File: src/pdf_pkg.sv
// Shared types, constants and CRC helper for the packet deframer.
`default_nettype none
package pdf_pkg;

  localparam int MAX_PAYLOAD_BYTES = 512;

  localparam logic [31:0] MAGIC_WORD = 32'h55AA55AA;
  localparam logic [31:0] CRC_POLY   = 32'hEDB88320;
  localparam logic [31:0] CRC_INIT   = 32'hFFFFFFFF;

  localparam logic [9:0] LIMIT_CAP         = 10'(MAX_PAYLOAD_BYTES);
  localparam logic [9:0] MAX_PAYLOAD_RESET = 10'd512;

  localparam logic [1:0] KIND_DATA     = 2'd0;
  localparam logic [1:0] KIND_GOOD     = 2'd1;
  localparam logic [1:0] KIND_BAD_CRC  = 2'd2;
  localparam logic [1:0] KIND_TOO_LONG = 2'd3;

  localparam logic [7:0] TYPE_A = 8'h01;
  localparam logic [7:0] TYPE_B = 8'h02;
  localparam logic [7:0] TYPE_C = 8'h03;
  localparam logic [7:0] TYPE_D = 8'h81;
  localparam logic [7:0] TYPE_E = 8'h82;

  localparam logic [9:0] HDR_SEQ_BYTES = 10'd4;
  localparam logic [9:0] HDR_TYPE_IDX  = 10'd4;
  localparam logic [9:0] HDR_LEN_LO    = 10'd5;
  localparam logic [9:0] HDR_LAST_IDX  = 10'd6;
  localparam logic [9:0] CRC_LAST_IDX  = 10'd3;

  typedef enum logic [1:0] {
    PH_HUNT,
    PH_HEADER,
    PH_PAYLOAD,
    PH_CRC
  } phase_t;

  typedef struct packed {
    logic [1:0]  kind;
    logic [7:0]  data_byte;
    logic [31:0] seq_number;
    logic [7:0]  packet_type;
    logic [9:0]  payload_length;
  } result_t;

  // Reflected CRC-32, one byte, bit at a time.
  function automatic logic [31:0] crc_feed(input logic [31:0] crc, input logic [7:0] b);
    logic [31:0] c;
    c = crc ^ {24'h0, b};
    for (int k = 0; k < 8; k++) begin
      if (c[0]) begin
        c = (c >> 1) ^ CRC_POLY;
      end else begin
        c = c >> 1;
      end
    end
    return c;
  endfunction

  function automatic logic type_known(input logic [7:0] t);
    return t inside {TYPE_A, TYPE_B, TYPE_C, TYPE_D, TYPE_E};
  endfunction

  // CRC register once the four magic bytes are folded in.
  localparam logic [31:0] CRC_AFTER_MAGIC =
    crc_feed(crc_feed(crc_feed(crc_feed(CRC_INIT, 8'h55), 8'hAA), 8'h55), 8'hAA);

endpackage
`default_nettype wire

File: src/packet_deframer_crc32.sv
// Byte-serial packet deframer with magic sync and CRC-32 check.
// An accepted byte goes to the input register, then its result to the output register.
// Throughput: one byte per cycle unless the output stalls; the byte-wide CRC
// update and header capture are combinational between input and result register.
// Reset (rst, synchronous): hunting, window and counters cleared, CRC all ones,
// max_payload back to 512; no clearing pass.
`default_nettype none
module packet_deframer_crc32 (
  input  wire logic        clk,
  input  wire logic        rst,
  input  wire logic        in_valid,
  output logic             in_stall,
  input  wire logic [7:0]  rx_byte,
  output logic             out_valid,
  input  wire logic        out_stall,
  output logic [1:0]       kind,
  output logic [7:0]       data_byte,
  output logic [31:0]      seq_number,
  output logic [7:0]       packet_type,
  output logic [9:0]       payload_length,
  input  wire logic        cfg_valid,
  output logic             cfg_ready,
  input  wire logic [9:0]  cfg_data
);
  import pdf_pkg::*;

  logic       s1_valid;
  logic [7:0] s1_byte;
  logic [9:0] max_payload;
  logic       can_load, advance, in_take;
  logic       res_valid;
  result_t    res, res_q;

  assign cfg_ready = 1'b1;
  assign advance   = s1_valid && can_load;
  assign in_stall  = s1_valid && !can_load;
  assign in_take   = in_valid && !in_stall;

  always_ff @(posedge clk) begin
    if (rst) begin
      max_payload <= MAX_PAYLOAD_RESET;
    end else if (cfg_valid && cfg_ready) begin
      max_payload <= cfg_data;
    end
  end

  always_ff @(posedge clk) begin
    if (rst) begin
      s1_valid <= 1'b0;
    end else if (in_take) begin
      s1_valid <= 1'b1;
    end else if (advance) begin
      s1_valid <= 1'b0;
    end
  end

  always_ff @(posedge clk) begin
    if (in_take) begin
      s1_byte <= rx_byte;
    end
  end

  pdf_core u_core (
    .clk         (clk),
    .rst         (rst),
    .step        (advance),
    .b           (s1_byte),
    .max_payload (max_payload),
    .res_valid   (res_valid),
    .res         (res)
  );

  pdf_out_reg u_out (
    .clk       (clk),
    .rst       (rst),
    .load      (advance && res_valid),
    .din       (res),
    .out_stall (out_stall),
    .can_load  (can_load),
    .out_valid (out_valid),
    .dout      (res_q)
  );

  assign kind           = res_q.kind;
  assign data_byte      = res_q.data_byte;
  assign seq_number     = res_q.seq_number;
  assign packet_type    = res_q.packet_type;
  assign payload_length = res_q.payload_length;

endmodule
`default_nettype wire

File: src/pdf_core.sv
// Deframer state machine: magic hunt, header capture, payload, CRC check.
`default_nettype none
module pdf_core (
  input  wire logic             clk,
  input  wire logic             rst,
  input  wire logic             step,
  input  wire logic [7:0]       b,
  input  wire logic [9:0]       max_payload,
  output logic                  res_valid,
  output pdf_pkg::result_t      res
);
  import pdf_pkg::*;

  phase_t      phase, phase_next;
  logic [31:0] hunt_window, hunt_window_next;
  logic [9:0]  byte_count, byte_count_next;
  logic [31:0] seq_reg, seq_reg_next;
  logic [7:0]  type_reg, type_reg_next;
  logic [15:0] length_reg, length_reg_next;
  logic [31:0] running_crc, running_crc_next;
  logic [31:0] received_crc, received_crc_next;

  logic [31:0] win_shift;
  logic [31:0] crc_upd;
  logic [9:0]  cnt_inc;
  logic [31:0] cap_seq;
  logic [7:0]  cap_type;
  logic [15:0] cap_len;
  logic [31:0] cap_rcrc;
  logic [9:0]  limit;
  logic        magic_hit, hdr_done, type_ok, too_long, pay_last, crc_done;

  assign win_shift = {hunt_window[23:0], b};
  assign crc_upd   = crc_feed(running_crc, b);
  assign cnt_inc   = byte_count + 10'd1;
  assign magic_hit = (win_shift == MAGIC_WORD);
  assign limit     = (max_payload < LIMIT_CAP) ? max_payload : LIMIT_CAP;

  // header field capture, valid only in the header phase
  always_comb begin
    cap_seq  = seq_reg;
    cap_type = type_reg;
    cap_len  = length_reg;
    if (phase == PH_HEADER) begin
      if (byte_count < HDR_SEQ_BYTES) begin
        cap_seq = seq_reg | ({24'h0, b} << {byte_count[1:0], 3'b000});
      end else if (byte_count == HDR_TYPE_IDX) begin
        cap_type = b;
      end else if (byte_count == HDR_LEN_LO) begin
        cap_len = {8'h00, b};
      end else begin
        cap_len = length_reg | {b, 8'h00};
      end
    end
  end

  assign cap_rcrc = received_crc | ({24'h0, b} << {byte_count[1:0], 3'b000});
  assign hdr_done = (byte_count == HDR_LAST_IDX);
  assign type_ok  = type_known(cap_type);
  assign too_long = (cap_len > {6'h00, limit});
  assign pay_last = ({6'h00, cnt_inc} >= length_reg);
  assign crc_done = (byte_count[1:0] == CRC_LAST_IDX[1:0]);

  // next phase
  always_comb begin
    phase_next = phase;
    case (phase)
      PH_HUNT: begin
        if (magic_hit) phase_next = PH_HEADER;
      end
      PH_HEADER: begin
        if (hdr_done) begin
          if (!type_ok) begin
            phase_next = magic_hit ? PH_HEADER : PH_HUNT;
          end else if (too_long) begin
            phase_next = PH_HUNT;
          end else begin
            phase_next = (cap_len == 16'h0) ? PH_CRC : PH_PAYLOAD;
          end
        end
      end
      PH_PAYLOAD: begin
        if (pay_last) phase_next = PH_CRC;
      end
      PH_CRC: begin
        if (crc_done) phase_next = PH_HUNT;
      end
      default: phase_next = PH_HUNT;
    endcase
  end

  // datapath and result
  always_comb begin
    hunt_window_next  = hunt_window;
    byte_count_next   = byte_count;
    seq_reg_next      = seq_reg;
    type_reg_next     = type_reg;
    length_reg_next   = length_reg;
    running_crc_next  = running_crc;
    received_crc_next = received_crc;
    res_valid         = 1'b0;
    res.kind          = KIND_DATA;
    res.data_byte     = 8'h00;
    res.seq_number    = cap_seq;
    res.packet_type   = cap_type;
    res.payload_length = (|cap_len[15:10]) ? 10'h3FF : cap_len[9:0];
    case (phase)
      PH_HUNT: begin
        hunt_window_next = win_shift;
        if (magic_hit) begin
          running_crc_next  = CRC_AFTER_MAGIC;
          byte_count_next   = 10'd0;
          seq_reg_next      = 32'h0;
          type_reg_next     = 8'h00;
          length_reg_next   = 16'h0;
          received_crc_next = 32'h0;
        end
      end
      PH_HEADER: begin
        hunt_window_next = win_shift;
        running_crc_next = crc_upd;
        seq_reg_next     = cap_seq;
        type_reg_next    = cap_type;
        length_reg_next  = cap_len;
        byte_count_next  = cnt_inc;
        if (hdr_done) begin
          if (!type_ok) begin
            byte_count_next = 10'd0;
            // window may already hold a fresh magic
            if (magic_hit) begin
              running_crc_next  = CRC_AFTER_MAGIC;
              seq_reg_next      = 32'h0;
              type_reg_next     = 8'h00;
              length_reg_next   = 16'h0;
              received_crc_next = 32'h0;
            end
          end else if (too_long) begin
            res_valid        = 1'b1;
            res.kind         = KIND_TOO_LONG;
            byte_count_next  = 10'd0;
            hunt_window_next = 32'h0;
          end else begin
            byte_count_next = 10'd0;
          end
        end
      end
      PH_PAYLOAD: begin
        running_crc_next = crc_upd;
        byte_count_next  = pay_last ? 10'd0 : cnt_inc;
        res_valid        = 1'b1;
        res.kind         = KIND_DATA;
        res.data_byte    = b;
      end
      PH_CRC: begin
        received_crc_next = cap_rcrc;
        byte_count_next   = cnt_inc;
        if (crc_done) begin
          res_valid        = 1'b1;
          res.kind         = ((running_crc ^ CRC_INIT) == cap_rcrc) ? KIND_GOOD : KIND_BAD_CRC;
          byte_count_next  = 10'd0;
          hunt_window_next = 32'h0;
        end
      end
      default: begin
        byte_count_next  = 10'd0;
        hunt_window_next = 32'h0;
      end
    endcase
  end

  always_ff @(posedge clk) begin
    if (rst) begin
      phase        <= PH_HUNT;
      hunt_window  <= 32'h0;
      byte_count   <= 10'd0;
      seq_reg      <= 32'h0;
      type_reg     <= 8'h00;
      length_reg   <= 16'h0;
      running_crc  <= CRC_INIT;
      received_crc <= 32'h0;
    end else if (step) begin
      phase        <= phase_next;
      hunt_window  <= hunt_window_next;
      byte_count   <= byte_count_next;
      seq_reg      <= seq_reg_next;
      type_reg     <= type_reg_next;
      length_reg   <= length_reg_next;
      running_crc  <= running_crc_next;
      received_crc <= received_crc_next;
    end
  end

endmodule
`default_nettype wire

File: src/pdf_out_reg.sv
// Result register on the output channel.
`default_nettype none
module pdf_out_reg (
  input  wire logic             clk,
  input  wire logic             rst,
  input  wire logic             load,
  input  wire pdf_pkg::result_t din,
  input  wire logic             out_stall,
  output logic                  can_load,
  output logic                  out_valid,
  output pdf_pkg::result_t      dout
);
  import pdf_pkg::*;

  assign can_load = !out_valid || !out_stall;

  always_ff @(posedge clk) begin
    if (rst) begin
      out_valid <= 1'b0;
    end else if (can_load) begin
      out_valid <= load;
    end
  end

  always_ff @(posedge clk) begin
    if (can_load && load) begin
      dout <= din;
    end
  end

endmodule
`default_nettype wire

File: config.mk
export PLATFORM = sky130hd
export DESIGN_NAME = packet_deframer_crc32
export DESIGN_NICKNAME = d
export VERILOG_FILES = /design/src/pdf_pkg.sv /design/src/packet_deframer_crc32.sv /design/src/pdf_core.sv /design/src/pdf_out_reg.sv
export SDC_FILE = /design/constraint.sdc
export NUM_CORES = 1
export LEC_CHECK = 0
export BUFFER_PORTS_ARGS = -buffer_cell sky130_fd_sc_hd__buf_2
export CORE_ASPECT_RATIO = 1.2
export CORE_MARGIN = 10
export CORE_UTILIZATION = 25
export CTS_CLUSTER_SIZE = 28
export DETAILED_ROUTE_END_ITERATION = 6
export PLACE_DENSITY = 0.4
export SLEW_MARGIN = 40
export SYNTH_ARGS = -nofsm -noshare
export SYNTH_HDL_FRONTEND = slang
export SYNTH_SLANG_ARGS = --single-unit
File: constraint.sdc
create_clock -name clk -period 7 [get_ports clk]
set_clock_uncertainty 0.05 [all_clocks]
set_input_delay 1.4 -clock clk [delete_from_list [all_inputs] [get_ports clk]]
set_output_delay 1.4 -clock clk [all_outputs]
set_load 0.05 [all_outputs]
==> Yosys cells after proc, flatten, opt, wreduce, memory -nomap -nowiden <==
Cells that the tools add are included.
{ "word_totals": {"in_bits": 23, "out_inout_bits": 63, "ff_bits": 236} }
{ "op_classes": {"n_reduce_logical": 24, "order_cmp": 4, "shifts": 1, "n_addsub": 1, "bitwise_logic": 13, "eq_ne": 19, "mux": 74} }
{ "op_table": {"columns": ["op", "count"], "rows": [
  ["$mux W32", 21],
  ["$pmux W32 S3", 2],
  ["$mux W16", 8],
  ["$not A13 Y14", 8],
  ["$mux W24", 4],
  ["$pmux W24 S3", 1],
  ["$or A32 B32 Y32", 2],
  ["$pmux W32 S2", 1],
  ["$mux W8", 7],
  ["$mux W10", 5],
  ["$pmux W10 S4", 1],
  ["$eq A32 B31 Y1 const B", 1],
  ["$eq A32 B32 Y1", 1],
  ["$not A32 Y32", 1],
  ["$pmux W16 S2", 1],
  ["$shl A8 B5 Y32", 1],
  ["$xor A32 B8 Y32", 1],
  ["$eq A10 B3 Y1 const B", 3],
  ["$mux W2", 11],
  ["$eq A8 B2 Y1 const B", 2],
  ["$eq A8 B8 Y1 const B", 2],
  ["$ge A10 B16 Y1", 1],
  ["$gt A16 B10 Y1", 1],
  ["$logic_not A16 Y1", 1],
  ["26 further kinds", 49]
]} }

==> Longest topological paths before layout <==
{ "logic_depth": {"word_depth": 21, "depth_mapped": 18, "mapped_depth_nobuf": 14} }

==> Modules after synthesis <==
Synthesis repeated with hierarchy kept, for this count alone.
{ "unflattened": {"cells_unflattened": 1183, "area_unflattened_um2": 11563.6} }
{ "modules_own_cells": {"columns": ["module", "n_inst", "cells_each", "area_per_inst_um2"], "rows": [
  ["pdf_core", 1, 1070, 9061.2],
  ["pdf_out_reg", 1, 65, 1840.5],
  ["packet_deframer_crc32", 1, 48, 661.9]
]} }

==> Least setup slack after synthesis <==
Ideal clock, no wire load.
{ "synth_timing": {"kind": "flip-flop to flip-flop", "startpoint": "register u_core.byte_count[0]", "endpoint": "register u_out.dout[0] in the netlist's numbering (enable)", "path_buffers": 2, "required_ps": 6536, "synth_period_minus_slack_ps": 5081, "path_slack_ps": 1919, "stages_incl_launch_ff": 17, "setup_time_ps": 414, "arrival_ps": 4616, "cell_sequence": "dfxtp_1 clkbuf_1 clkbuf_1 inv_1 ha_1 nand4b_1 nor2_2 mux2i_1 inv_1 ha_1 nand2_1 o21bai_1 a31oi_1 o41ai_1 a211o_4 a21o_1 inv_1"} }
{ "synth_via": {"elab_chain_cells": 12, "elab_cells_between_ends": 26, "cone_classes": "order compare (2); eq/ne (9); mux (12); reduce/logical (3)"} }
{ "synth_lines": {"columns": ["element", "line", "text"], "rows": [
  ["from (decl)", "pdf_core.sv:16", "logic [9:0] byte_count, byte_count_next;"],
  ["from (signal assigned)", "pdf_core.sv:184", "byte_count <= byte_count_next;"],
  ["parallel branches: the longest is 3 deep, another holds $lt A10 B3 Y1", null, null],
  ["$mux W16 *", "pdf_core.sv:45", "if (byte_count < HDR_SEQ_BYTES) begin"],
  ["$mux W16 *", "pdf_core.sv:44", "if (phase == PH_HEADER) begin"],
  ["via u_core.cap_len[3]", "pdf_core.sv:28", "logic [15:0] cap_len;"],
  ["$gt A16 B10 Y1 *", "pdf_core.sv:60", "assign too_long = (cap_len > {6'h00, limit});"],
  ["$mux W1 *", "pdf_core.sv:137", "end else if (too_long) begin"],
  ["$mux W1 *", "pdf_core.sv:127", "if (!type_ok) begin"],
  ["$mux W1 *", "pdf_core.sv:126", "if (hdr_done) begin"],
  ["$pmux W1 S3 *", "pdf_core.sv:107", "case (phase)"],
  ["$logic_and A1 B1 Y1 *", "packet_deframer_crc32.sv:76", ".load (advance && res_valid),"],
  ["$logic_and A1 B1 Y1 *", "pdf_out_reg.sv:26", "if (can_load && load) begin"],
  ["to (signal assigned)", "pdf_out_reg.sv:27", "dout <= din;"],
  ["to (decl)", "pdf_out_reg.sv:11", "output pdf_pkg::result_t dout"]
]} }
Mark *: on every way through the listed nets, which the timed path passes.
A chain may end at the register's enable or synchronous reset.

==> impl_metrics.tcl <==
set metrics [dict create \
    antenna_found_initial 4 \
    ys_seq_area_share_pct 47.78 \
    drt_iter0_drc 515 \
    avgSynthCellArea_um2 10.36 \
    synth.most_common_cell "dfxtp_1" \
    path_class "reg -> reg" \
    num_vias 8552 \
    clkTransAtPathRegs_ns 0.06 \
    required_ns 7.17 \
    setup_tns_ns 0 \
    whs_ns 0.4145 \
    ant_nets 0 \
    netlist_top_cells_count "dfxtp_1 (168), a21oi_1 (78), edfxtp_1 (68), xnor2_1 (61), nor2_1 (59)" \
    rsz0062_at_grt "false" \
    port_buffers 84 \
    largest_reg_flops 60 \
    overflow 0 \
    yosysTopAreaCell "dfxtp_1" \
    grt_max_degree 78 \
    die-area_um2 54190 \
    syn_to_final_growth_pct 17.19 \
    worstSetupEndpointType "register" \
    synth_cell_types 79 \
    relSlewSlack_pct 44.70 \
    track_usage_pct 12.17 \
    setup_viol 0 \
    std_cell_rows 85 \
    hp-class "reg -> reg" \
    start_util_pct 25.26 \
    cts_resized 0 \
    power-per-cell-area_nw_per_um2 234.3 \
    grt_pass1_wl_um 52550 \
    grt_pass1_vias 8440 \
    synth_top_flop_cell "dfxtp_1" \
    max_cap_violations 0 \
    fin_crit_ns 4.993 \
    fill_cells 4704 \
    wl_per_cell_um 19.02 \
    gp_congestion 0.8244 \
    fmax_mhz 200.3 \
    final_cells 1785 \
    finalMaxSlewViolations 0 \
    fp.coreArea_um2 44770 \
    clock-sinks 236 \
    htreeDepth 1 \
    ctsHoldBuffers 0 \
    die_y_um 253.0 \
    cts_tree "yes" \
    synth_top_area_share_pct 29.73 \
    diodes 0 \
    drcViolationCount 0 \
    clockBufferDepth 3 \
    synth_top_cells_by_area "dfxtp_1 (30%), edfxtp_1 (18%), xnor2_1 (4.7%), a21oi_1 (3.5%), ha_1 (3.2%)" \
    path_max_fanout 60 \
    worstPathArrival_ns 5.17 \
    synthArstFlopShare_pct 0 \
    tightestPinTransition_ns 0.8235 \
    drt-pass1-iter-count 5 \
    viasPerCell 4.791 \
    drt-total-wl_um 33950 \
    yosys_warnings 0 \
    peakVddDrop_uv 138.0 \
    synth_seq_cells 236 \
    synth_edf_count 68 \
    largest_register "u_out.dout" \
    status "finished, final reports clean" \
    clk_latency_ns 0.55 \
    syn_nets 1144 \
    p_leak_nw 5.474 \
    post-cts-setup-buffers 0 \
    cts.root.buffer_cell "clkbuf_16" \
    finalNetCount 1206 \
    finalCritPeriodShare_pct 71.33 \
    synthesis.area_um2 11310 \
    numCtsBuffers 28 \
    io_pins 86 \
    worstSetupStartpointType "register" \
    hold_viol 0 \
    drive_gt1_share_pct 16.50 \
    dp_cells 1733 \
    syn-instance-count 1092 \
    dp_hpwl_um 22790 \
    die_w_um 214.2 \
]
-- worst max-delay path: stages (launching register included) --
cell and delay [ns]:
dfxtp_1 0.34, inv_1 0.11, ha_1 0.66, nand4b_1 0.27
nor2_2 0.59, mux2i_1 0.35, inv_1 0.11, ha_1 0.29
o21a_1 0.19, o211ai_1 0.16, a31oi_1 0.07, o41ai_1 0.70
a211o_4 0.27, a21o_1 0.16, inv_2 0.04, buf_6 0.22
-- power by group --
part | internal, mW | total, mW | switching, mW
logic | 0.0662 | 0.172 | 0.106
registers | 1.41 | 1.42 | 0.00967
clock network | 0.918 | 1.52 | 0.598
total | 2.39 | 3.11 | 0.714
-- layout by cell type, fill, tap and decap left out, drive strengths merged, types with 8 or more instances in the layout --
master / n
a21o: 47
a21oi: 80
a221o: 21
a22o: 25
a31oi: 19
a32o: 19
and2: 11
and3: 23
and3b: 16
buf: 108
clkbuf: 33
clkinv: 17
dfxtp: 168
edfxtp: 68
ha: 29
inv: 30
mux2: 8
mux2i: 19
nand2: 40
nand3: 10
nand4: 16
nor2: 63
nor2b: 38
nor3: 29
nor3b: 17
nor4: 9
o21ai: 35
or3: 20
xnor2: 66
xor2: 19
-- final timing paths --
| path | cells past startpoint | to | slack (ns) | startpoint |
|---|---|---|---|---|
| min | 1 | u_core.seq_reg[16] | 0.41 | u_core.seq_reg[16] |
| max | 15 | u_out.dout[9] | 2.01 | register |
| max reg2reg | 15 | u_out.dout[9] | 2.01 | register |
| min reg2reg | 1 | u_core.seq_reg[16] | 0.41 | u_core.seq_reg[16] |
-- layout make-up --
type / instances / area [um2] / area share, %
clock buffers: 33 / 760.7 / 5.739
clock inverters: 19 / 191.4 / 1.444
inverters: 32 / 120.1 / 0.9061
multi-input cells: 748 / 5401 / 40.75
flip-flops and latches: 236 / 5405 / 40.77
well taps: 609 / 762.0 / 5.748
repair buffers: 108 / 615.6 / 4.644
-- kinds of logic (layout without fill, tap and decap cells) --
logic type	count (synthesis)	in the layout	share of synthesized area (%)
flops	236	236	47.78
simple gates	322	322	16.64
buf+inv	108	192	4.546
other cells	1	1	0.03315
mux	27	27	2.588
xor+xnor	86	86	7.278
fa+ha+maj	29	29	3.208
compound gates	283	283	17.93
-- per-stage QoR --
step	power [mW]	instance area [um2]	setup slack [ns]	utilization [%]
2_1_floorplan	1.565	11310	1.919	-
3_3_place_gp	1.621	12250	1.894	27.36
3_5_place_dp	1.621	12290	1.882	27.46
4_1_cts	3.156	13250	1.873	29.58
5_1_grt	3.224	13260	1.681	29.61
6_report	3.106	13260	2.007	29.61
-- per-layer routing --
metal / routed length (um) / track usage, %
met2: 15310 / 19.23
met4: 701 / 3.650
met5: 0 / 0
met3: 1578 / 1.671
met1: 16360 / 16.91
Power figures use the tool's default switching activity.
